### config.mk
export PLATFORM = sky130hd
export DESIGN_NAME = bpa_ctrl
export DESIGN_NICKNAME = d
export VERILOG_FILES = /design/src/rtl/bpa_pkg.sv /design/src/rtl/bpa_ctrl.sv
export SDC_FILE = /design/constraint.sdc
export NUM_CORES = 1
export LEC_CHECK = 0
export ABC_CLOCK_PERIOD_IN_PS = 1800
export BUFFER_PORTS_ARGS = -buffer_cell sky130_fd_sc_hd__clkbuf_2
export CORE_MARGIN = 10
export CORE_UTILIZATION = 54
export CTS_BUF_LIST = sky130_fd_sc_hd__clkbuf_4 sky130_fd_sc_hd__clkbuf_8
export DETAILED_ROUTE_END_ITERATION = 10
export PLACE_DENSITY = 0.82
export REMOVE_ABC_BUFFERS = 1
export SETUP_SLACK_MARGIN = 0.5
export SKIP_LAST_GASP = 1
export SYNTH_ARGS = -nofsm -noshare
export SYNTH_HDL_FRONTEND = slang
export SYNTH_SLANG_ARGS = --single-unit
### constraint.sdc
create_clock -name clk -period 1.8 [get_ports clk]
set_clock_uncertainty 0.05 [all_clocks]
set_input_delay 0.09 -clock clk [delete_from_list [all_inputs] [get_ports clk]]
set_output_delay 0.09 -clock clk [all_outputs]
set_load 0.03 [all_outputs]
### src/rtl/bpa_pkg.sv
// Shared constants, types and helper functions of the buddy page allocator.
// Used by the controller, the datapath and the top level; depends on nothing.
package bpa_pkg;

  localparam int PAGE_COUNT    = 4096;
  localparam int ORDERS        = 10;
  localparam int TOP_ORDER     = ORDERS - 1;
  localparam int PFN_W         = $clog2(PAGE_COUNT);
  localparam int ORD_W         = 4;
  localparam int CNT_W         = PFN_W + 1;
  localparam int CFG_W         = 4;
  localparam int TOP_BITS      = PAGE_COUNT >> TOP_ORDER;
  localparam int WORD_W        = 64;
  localparam int WBIT_W        = $clog2(WORD_W);
  localparam int TOP_BLOCKS_RST = 8;
  localparam logic [ORD_W-1:0] NOT_ALLOC = ORD_W'(15);

  // Number of free-map words that hold the bits of order k.
  function automatic int words_of(int k);
    return ((PAGE_COUNT >> k) + WORD_W - 1) / WORD_W;
  endfunction

  // First free-map word of order k; words are laid out by rising order.
  function automatic int base_of(int k);
    int base;
    base = 0;
    for (int j = 0; j < ORDERS; j++) begin
      if (j < k) base = base + words_of(j);
    end
    return base;
  endfunction

  localparam int NUM_WORDS = base_of(ORDERS);
  localparam int WADDR_W   = $clog2(NUM_WORDS);
  localparam int TOP_WORD  = base_of(TOP_ORDER);

  // Order whose range of words holds word w.
  function automatic int order_of(int w);
    int k;
    k = 0;
    for (int j = 0; j < ORDERS; j++) begin
      if (w >= base_of(j)) k = j;
    end
    return k;
  endfunction

  // Top-order free bits for n managed blocks, saturating at the pool size.
  function automatic logic [TOP_BITS-1:0] top_mask(logic [CFG_W-1:0] n);
    logic [TOP_BITS-1:0] m;
    for (int i = 0; i < TOP_BITS; i++) begin
      m[i] = (i < int'(n));
    end
    return m;
  endfunction

  typedef enum logic [1:0] {
    CMD_ALLOC = 2'd0,
    CMD_FREE  = 2'd1,
    CMD_INIT  = 2'd2,
    CMD_NONE  = 2'd3
  } cmd_t;

  typedef enum logic [1:0] {
    ST_OK        = 2'd0,
    ST_NO_FREE   = 2'd1,
    ST_TOO_LARGE = 2'd2,
    ST_BAD_FREE  = 2'd3
  } status_t;

  typedef enum logic [4:0] {
    OP_NOP,
    OP_CLEAR,
    OP_LOAD,
    OP_REBUILD,
    OP_SEARCH,
    OP_RD_FOUND,
    OP_PICK,
    OP_SPLIT_RD,
    OP_SET_BIT,
    OP_ALLOC_END,
    OP_BO_RD,
    OP_FREE_START,
    OP_BUD_RD,
    OP_MERGE,
    OP_FIN_RD,
    OP_FREE_END,
    OP_REPORT
  } dp_op_t;

  typedef enum logic [3:0] {
    S_RCLR,
    S_IDLE,
    S_DECODE,
    S_A_CHK,
    S_A_PICK,
    S_A_SPLIT,
    S_A_SPLIT_WR,
    S_F_CHK,
    S_F_LOOP,
    S_F_BUD,
    S_F_FIN,
    S_ICLR,
    S_IREP
  } state_t;

  typedef struct packed {
    dp_op_t  op;
    status_t res_status;
  } dp_cmd_t;

  typedef struct packed {
    cmd_t cmd;
    logic too_large;
    logic found;
    logic bit_set;
    logic bo_invalid;
    logic ord_top;
    logic split_more;
    logic clr_last;
  } dp_stat_t;

endpackage

### src/rtl/bpa_ctrl.sv
// Controller of the buddy page allocator: sequences allocate, free and
// reinitialize over the datapath. Depends on bpa_pkg.
module bpa_ctrl (
  input  logic              clk,
  input  logic              rst,
  input  logic              start,
  output logic              busy,
  input  bpa_pkg::dp_stat_t stat,
  output bpa_pkg::dp_cmd_t  cmd
);

  bpa_pkg::state_t state, state_next;

  // State register; reset starts the clearing pass of the order table.
  always_ff @(posedge clk) begin
    if (rst) begin
      state <= bpa_pkg::S_RCLR;
    end else begin
      state <= state_next;
    end
  end

  assign busy = (state != bpa_pkg::S_IDLE);

  // Next state and datapath command.
  always_comb begin
    state_next     = state;
    cmd.op         = bpa_pkg::OP_NOP;
    cmd.res_status = bpa_pkg::ST_OK;
    unique case (state)
      bpa_pkg::S_RCLR: begin
        cmd.op = bpa_pkg::OP_CLEAR;
        if (stat.clr_last) state_next = bpa_pkg::S_IDLE;
      end
      bpa_pkg::S_IDLE: begin
        if (start) begin
          cmd.op     = bpa_pkg::OP_LOAD;
          state_next = bpa_pkg::S_DECODE;
        end
      end
      bpa_pkg::S_DECODE: begin
        unique case (stat.cmd)
          bpa_pkg::CMD_ALLOC: begin
            if (stat.too_large) begin
              cmd.op         = bpa_pkg::OP_REPORT;
              cmd.res_status = bpa_pkg::ST_TOO_LARGE;
              state_next     = bpa_pkg::S_IDLE;
            end else begin
              cmd.op     = bpa_pkg::OP_SEARCH;
              state_next = bpa_pkg::S_A_CHK;
            end
          end
          bpa_pkg::CMD_FREE: begin
            cmd.op     = bpa_pkg::OP_BO_RD;
            state_next = bpa_pkg::S_F_CHK;
          end
          bpa_pkg::CMD_INIT: begin
            cmd.op     = bpa_pkg::OP_REBUILD;
            state_next = bpa_pkg::S_ICLR;
          end
          default: begin
            cmd.op     = bpa_pkg::OP_REPORT;
            state_next = bpa_pkg::S_IDLE;
          end
        endcase
      end
      bpa_pkg::S_A_CHK: begin
        if (stat.found) begin
          cmd.op     = bpa_pkg::OP_RD_FOUND;
          state_next = bpa_pkg::S_A_PICK;
        end else begin
          cmd.op         = bpa_pkg::OP_REPORT;
          cmd.res_status = bpa_pkg::ST_NO_FREE;
          state_next     = bpa_pkg::S_IDLE;
        end
      end
      bpa_pkg::S_A_PICK: begin
        cmd.op     = bpa_pkg::OP_PICK;
        state_next = bpa_pkg::S_A_SPLIT;
      end
      bpa_pkg::S_A_SPLIT: begin
        if (stat.split_more) begin
          cmd.op     = bpa_pkg::OP_SPLIT_RD;
          state_next = bpa_pkg::S_A_SPLIT_WR;
        end else begin
          cmd.op     = bpa_pkg::OP_ALLOC_END;
          state_next = bpa_pkg::S_IDLE;
        end
      end
      bpa_pkg::S_A_SPLIT_WR: begin
        cmd.op     = bpa_pkg::OP_SET_BIT;
        state_next = bpa_pkg::S_A_SPLIT;
      end
      bpa_pkg::S_F_CHK: begin
        if (stat.bo_invalid) begin
          cmd.op         = bpa_pkg::OP_REPORT;
          cmd.res_status = bpa_pkg::ST_BAD_FREE;
          state_next     = bpa_pkg::S_IDLE;
        end else begin
          cmd.op     = bpa_pkg::OP_FREE_START;
          state_next = bpa_pkg::S_F_LOOP;
        end
      end
      bpa_pkg::S_F_LOOP: begin
        if (stat.ord_top) begin
          cmd.op     = bpa_pkg::OP_FIN_RD;
          state_next = bpa_pkg::S_F_FIN;
        end else begin
          cmd.op     = bpa_pkg::OP_BUD_RD;
          state_next = bpa_pkg::S_F_BUD;
        end
      end
      bpa_pkg::S_F_BUD: begin
        if (stat.bit_set) begin
          cmd.op     = bpa_pkg::OP_MERGE;
          state_next = bpa_pkg::S_F_LOOP;
        end else begin
          cmd.op     = bpa_pkg::OP_FIN_RD;
          state_next = bpa_pkg::S_F_FIN;
        end
      end
      bpa_pkg::S_F_FIN: begin
        cmd.op     = bpa_pkg::OP_FREE_END;
        state_next = bpa_pkg::S_IDLE;
      end
      bpa_pkg::S_ICLR: begin
        cmd.op = bpa_pkg::OP_CLEAR;
        if (stat.clr_last) state_next = bpa_pkg::S_IREP;
      end
      bpa_pkg::S_IREP: begin
        cmd.op     = bpa_pkg::OP_REPORT;
        state_next = bpa_pkg::S_IDLE;
      end
      default: begin
        state_next = bpa_pkg::S_IDLE;
      end
    endcase
  end

endmodule

# Word level (Yosys, flattened, before mapping)
# Index checks and enable logic that the tools add are counted.
# op_classes
n_reduce_logical	5
eq_ne	18
mux	25
# ops
cell	count
5-bit case mux with 12 select lines	1
4-bit case mux with 10 select lines	1
4-bit == test (second input constant)	5
4-bit 2-to-1 mux	5
2-bit 2-to-1 mux	9
4-bit by 3-bit == test with 1-bit output (second input constant)	4
5-bit 2-to-1 mux	3
5-bit case mux with 3 select lines	1
4-bit case mux with 3 select lines	1
4-bit by 2-bit == test with 1-bit output (second input constant)	2
3-bit 2-to-1 mux	2
2-bit != test (second input constant)	3
2-bit case mux with 3 select lines	1
4-bit by 1-bit == test with 1-bit output (second input constant)	1
4-bit logical NOT	1
4-bit by 1-bit != test with 1-bit output (second input constant)	1
2-bit OR reduction	2
3-bit AND reduction	1
2-bit by 1-bit == test with 1-bit output (second input constant)	1
2-bit == test (second input constant)	1
2-bit logical NOT	1
1-bit 2-to-1 mux	1
# word_totals
wordCells	49
register_bits	4
out_inout_bits	8
inputBits	12

# Logic depth before layout (Yosys ltp)
# Gate-level depths: netlist of the first run.
# depth
ltp_word	3
mapped_depth	6
ltp_nobuf	6

# Worst setup path after synthesis of the first run
# No wires, ideal clock.
# synth_path
kind	reg2out
from	reg state[0]
to	out cmd[3] (netlist name)
arrival_ps	1489
n_path_buf	1
t_required_ps	1660
path_stages_with_launch	6
slack_ps	171
path_cell_list	dfxtp_1 -> buf_6 -> nand2_1 -> mux2_2 -> o32a_1 -> o22ai_1
# synth_rtl
element	line	rtl
from (decl)	bpa_ctrl.sv:12	bpa_pkg::state_t state, state_next;
from (signal assigned)	bpa_ctrl.sv:17	state <= bpa_pkg::S_RCLR;
from (signal assigned)	bpa_ctrl.sv:19	state <= state_next;
to (decl)	bpa_ctrl.sv:9	output bpa_pkg::dp_cmd_t cmd

==> impl_results.md, run 1 <==
* Status: complete, no violations
* Fin cells at 149
* Largest regs: state (4)
* CTS sink count at 4
* Leakage at 0.481 nW
* Via-to-Cell Ratio at 6.84
* Setup TNS Final at 0 ps
* RSZ-0062 raised after global routing: yes
* Post-synthesis sequential area ratio at 10.6%
* Final WL at 3.34 mm
* Async SR Flop Fraction at 0%
* GPL Wtd Cong at 0.892
* Placed cells at 136
* Critical path class: reg2out
* Worst-path clk slew at 40 ps
* Max-cap viol count at 0
* Final nets at 152
* Area of the multi-input gates at 698 um^2
* Fill count at 63
* Vias in the first global route at 949
* Full die area at 0.00329 mm^2
* Tot GR Track Use at 16.3%
* CP endpoint kind: output port
* Startpoint types: register
* Tcrit/Tclk final at 97.3%
* Critical Path RT at 1660 ps
* Synthesized flop and latch total at 4
* Yosys synthesis warning count at 0
* Die width at 57.3 um
* Core region area at 0.00130 mm^2
* Distinct cells, synth at 45
* Hold crit path type: in2reg
* WL/cell at 22.4 um
* CTS tree: built
* DRC at 0
* Dpl hpwl at 1.77 mm
* Antenna diodes at 0
* Post-Syn Area at 752 um^2
* Final setup fails at 0
* Num CTS Buffers at 3
* Clock buffer depth at 2
* Max FFs per register at 4
* Layout cells sized above 1 at 54.5%
* Io pins at 20
* EDFF count, synth at 0
* Crit path time final at 1750 ps
* CTS H-tree depth at 1
* I/O Buffers at 19
* Global route overflow at 0
* Power Dens Cells at 355 mW/mm^2
* Max_slew headroom at 71.4%
* Clock Latency Late Sink at 240 ps
* Initial antenna violation count at 0
* Syn Area/Cell at 7.37 um^2
* Die height at 57.3 um
* Final Hold Vio Count at 0
* Clk root buf: clkbuf_4
* Fmax at 0.571 GHz
* Final Max Tran Viols at 0
* Main flop type after synthesis: dfxtp_1
* Largest Register: state
* Maximum fanout along the worst path at 9
* Post-route ant nets at 0
* Critical Path AT at 1610 ps
* DR vias at 1019
* Initial core utilization at 57.8%
* Mapped Cells at 102
* Initial DRC Count at 75
* Storage cell area at 92.6 um^2
* Maximum VDD drop at 0.000194 V
* # hold bufs at CTS at 0
* Layout area overhead at 52.2%
* Largest net degree at the start of global routing at 15
* First-pass GRT wire length at 4.37 mm
* DR pass1 iterations at 5
* Worst Tran Pin Value at 427 ps
* Std-Cell Rows at 13
metrics by stage:
step                      setup slack, ps  hold WS [ps]  total power [mW]  instance area (um^2)  utilization [%]
after floorplan                     -80.9           105             0.187                   692                -
after detailed placement              159           271             0.241                   858             66.0
after CTS                             104          25.0             0.371                  1010             77.6
after global placement                186           265             0.236                   858             66.0
after global routing                 31.0          22.9             0.429                  1140             88.0
final                                48.3          29.8             0.407                  1140             88.0
cell families after synthesis:
family	synth area share (%)
simple gates	33.9
fa+ha+maj	6.66
buf+inv	11.5
compound gates	34.4
mux	2.83
flops	10.6
synth_stat cells, types with 2 or more instances:
cell,count,share of area [%]
ha_1,4,6.7
a211oi_2,2,3.3
nor3_1,4,2.7
inv_1,6,3.0
a21oi_1,5,3.3
o21ai_0,3,2.0
nor2b_1,2,1.7
nor2_1,8,4.0
o21ai_1,2,1.3
a22oi_1,2,2.0
dfxtp_1,4,11
o22ai_1,2,1.7
a31oi_1,3,2.5
buf_2,3,2.0
buf_6,4,6.0
o21bai_1,3,3.0
and2b_2,2,2.3
nand2b_1,5,4.2
and3b_1,2,2.3
nand2_1,11,5.5
power breakdown:
| group | total (mW) | internal [mW] | switching [mW] |
|---|---|---|---|
| sequential | 0.0966 | 0.0897 | 0.00686 |
| combinational | 0.192 | 0.0810 | 0.111 |
| clock | 0.118 | 0.0750 | 0.0434 |
layout make-up:
type                    count  area share, %
multi-input cells          84           61.0
repair buffers             36           25.0
flip-flops and latches      4           8.09
inverters                   7           2.30
clock buffers               3           1.97
well taps                  15           1.64
routing by layer:
metal | wire length [um] | up-vias | track usage [%]
met5 | 0 | - | 0
met4 | 225 | 0 | 9.73
met3 | 306 | 24 | 3.32
met2 | 1570 | 96 | 28.2
met1 | 1240 | 460 | 17.6
li1 | - | 439 | -
worst max-delay path, cell delays in order, from the launching register on:
cell	delay [ps]
dfxtp_2	340
buf_6	130
buf_8	140
nor2_2	130
nor2_1	80
a31oi_1	250
o22ai_2	130
buf_4	180
placed cells by master (no fill, tap or decap), types with 4 or more instances in the layout:
master,instances
ha_1,4
clkbuf_2,12
nand2_1,11
nor2_1,6
inv_1,6
a21oi_1,4
buf_4,16
final timing paths:
kind | start | slack (ps) | depth (start not counted) | to
worst max-delay path | state[2] | 50 | 7 | cmd[5]
worst min-delay path | rst | 30 | 2 | state[2]
worst max register to register | state[2] | 170 | 7 | state[0]
worst min register to register | state[1] | 660 | 3 | state[3]
timing repair:
item / in CTS / in global routing
resized for setup: 26 / 25
pin swaps: 4 / 7
setup endpoints to repair: 11 / 12
buffers inserted: 5 / 5
(Power assumes the default switching activity.)
==> inputs of run 2 (changes only) <==
- ABC_CLOCK_PERIOD_IN_PS: 1800 -> 2200
- CORE_UTILIZATION: 54 -> 55
- PLACE_DENSITY: 0.82 -> 0.83
- SETUP_SLACK_MARGIN: 0.5 -> unset
- SKIP_LAST_GASP: 1 -> unset
- clock period: 1.8 -> 2.2 ns (I/O delays scaled with it)
==> impl_results.md, run 2 (synthesis results as in run 1) <==
* Leakage at 0.370 nW
* CP Cell Sequence: or2b_1, a21oi_1, nor3_1, o22ai_1, clkbuf_2
* Pre-CTS WS at 453 ps
* Tot GR Track Use at 12.5%
* Critical Path AT at 1860 ps
* DR vias at 846
* Die height at 57.0 um
* Max_slew headroom at 59.2%
* Final Hold Vio Count at 0
* WP buf/inv at 1
* Final setup fails at 0
* CTS H-tree depth at 1
* Largest Register: state
* CTS tree: built
* WL/cell at 15.1 um
* Initial core utilization at 57.8%
* Storage cell area at 80.1 um^2
* Global route overflow at 0
* Fill count at 124
* Max incr delay on CP at 700 ps
* Post-route ant nets at 0
* Status: complete, no violations
* Largest regs: state (4)
* Initial DRC Count at 42
* Max-cap viol count at 0
* Total setup buffers inserted after CTS at 0
* R2R cell count at 4
* Final WL at 2.06 mm
* Worst-path clk slew at 40 ps
* Max FFs per register at 4
* GPL Wtd Cong at 0.870
* DR WL met3 at 180 um
* Final nets at 139
* Commonest non-fill, non-tap cell in the layout: clkbuf_2
* Power Dens Cells at 336 mW/mm^2
* Tcrit/Tclk final at 91.8%
* Initial antenna violation count at 0
* Critical path class: reg2out
* DRC at 0
* Largest net degree at the start of global routing at 19
* I/O Buffers at 19
* Max layer used: met4
* CTS resizes at 0
* First-pass GRT wire length at 3.42 mm
* Layout cells sized above 1 at 33.1%
* Reg2reg end: state[1]
* Final Max Tran Viols at 0
* R2r setup slk at 510 ps
* Clock buffer depth at 2
* Commonest cells after routing, fill and taps aside: clkbuf_2 (19), nand2_1 (11), nor2_1 (8), inv_1 (6)
* Final Worst Setup Slack at 179 ps
* Via-to-Cell Ratio at 6.22
* Layout area overhead at 14.1%
* Hold crit path type: in2reg
* Maximum VDD drop at 0.000278 V
* DR WL met2 at 965 um
* CTS sink count at 4
* Maximum fanout along the worst path at 18
* Final Util at 66.0%
* Fmax at 0.495 GHz
* Met1 Wirelength at 864 um
* Io pins at 20
* Clock Latency Late Sink at 250 ps
* Top delay family on crit path: flip-flops
* Num CTS Buffers at 3
* Full die area at 0.00325 mm^2
* Crit path max-delay cell type: dfxtp_1
* Die width at 57.0 um
* Worst R2R Start: state[3]
* Core region area at 0.00130 mm^2
* Worst Tran Pin Value at 612 ps
* RSZ-0062 raised after global routing: no
* Antenna diodes at 0
* Area of the multi-input gates at 586 um^2
* Vias in the first global route at 756
* Worst Hold Path Cells at 2
* Hold Crit Start: rst
* CP endpoint kind: output port
* Worst Hold Endpoint: state[0]
* Dpl hpwl at 1.62 mm
* Critical Path RT at 2040 ps
* Std-Cell Rows at 13
* Startpoint types: register
* Clk root buf: clkbuf_4
* DR pass1 iterations at 4
* Setup TNS Final at 0 ps
* # hold bufs at CTS at 0
* Crit path time final at 2020 ps
run 2: worst max path at each step:
| stage | startpoint | to | slack, ps | cells after the start |
|---|---|---|---|---|
| final | state[3] | cmd[3] | 180 | 5 |
| after global placement | state[2] | cmd[3] | 510 | 5 |
| after CTS | state[3] | cmd[3] | 190 | 5 |
| after global routing | state[3] | cmd[6] | 70 | 5 |
| after detailed placement | state[3] | cmd[3] | 450 | 5 |
| after floorplan | state[1] | cmd[2] | 300 | 3 |
run 2: stage by stage:
step           std cells  power, mW  hold WS [ps]  instance area, um^2
4_1_cts              136      0.287          37.7                  858
3_3_place_gp         133      0.189           289                  836
3_5_place_dp         133      0.191           293                  836
5_1_grt              136      0.305          53.3                  858
6_report             136      0.288          40.9                  858
2_1_floorplan         95      0.153           125                  692
run 2: power breakdown:
| part | internal, mW | total, mW | switching [mW] | leakage (nW) |
|---|---|---|---|---|
| clock | 0.0613 | 0.0971 | 0.0357 | 0.0138 |
| sequential | 0.0753 | 0.0834 | 0.00806 | 0.0325 |
| combinational | 0.0443 | 0.108 | 0.0637 | 0.324 |
run 2: worst reg2reg max path: cells and delay by family (launching register included):
family / cells / cell delay [ps]
flops: 1 / 700
compound gates: 3 / 550
simple gates: 1 / 310
run 2: cell type report:
class	instances	area share, %
repair buffers	23	14.6
clock buffers	3	2.62
well taps	15	2.19
flip-flops and latches	4	9.33
multi-input cells	84	68.2
inverters	7	3.06
run 2: routing by layer:
metal	GRT usage (%)	vias up
met3	3.98	7
met5	0	-
met1	14.7	379
li1	-	415
met4	5.37	0
met2	20.2	45
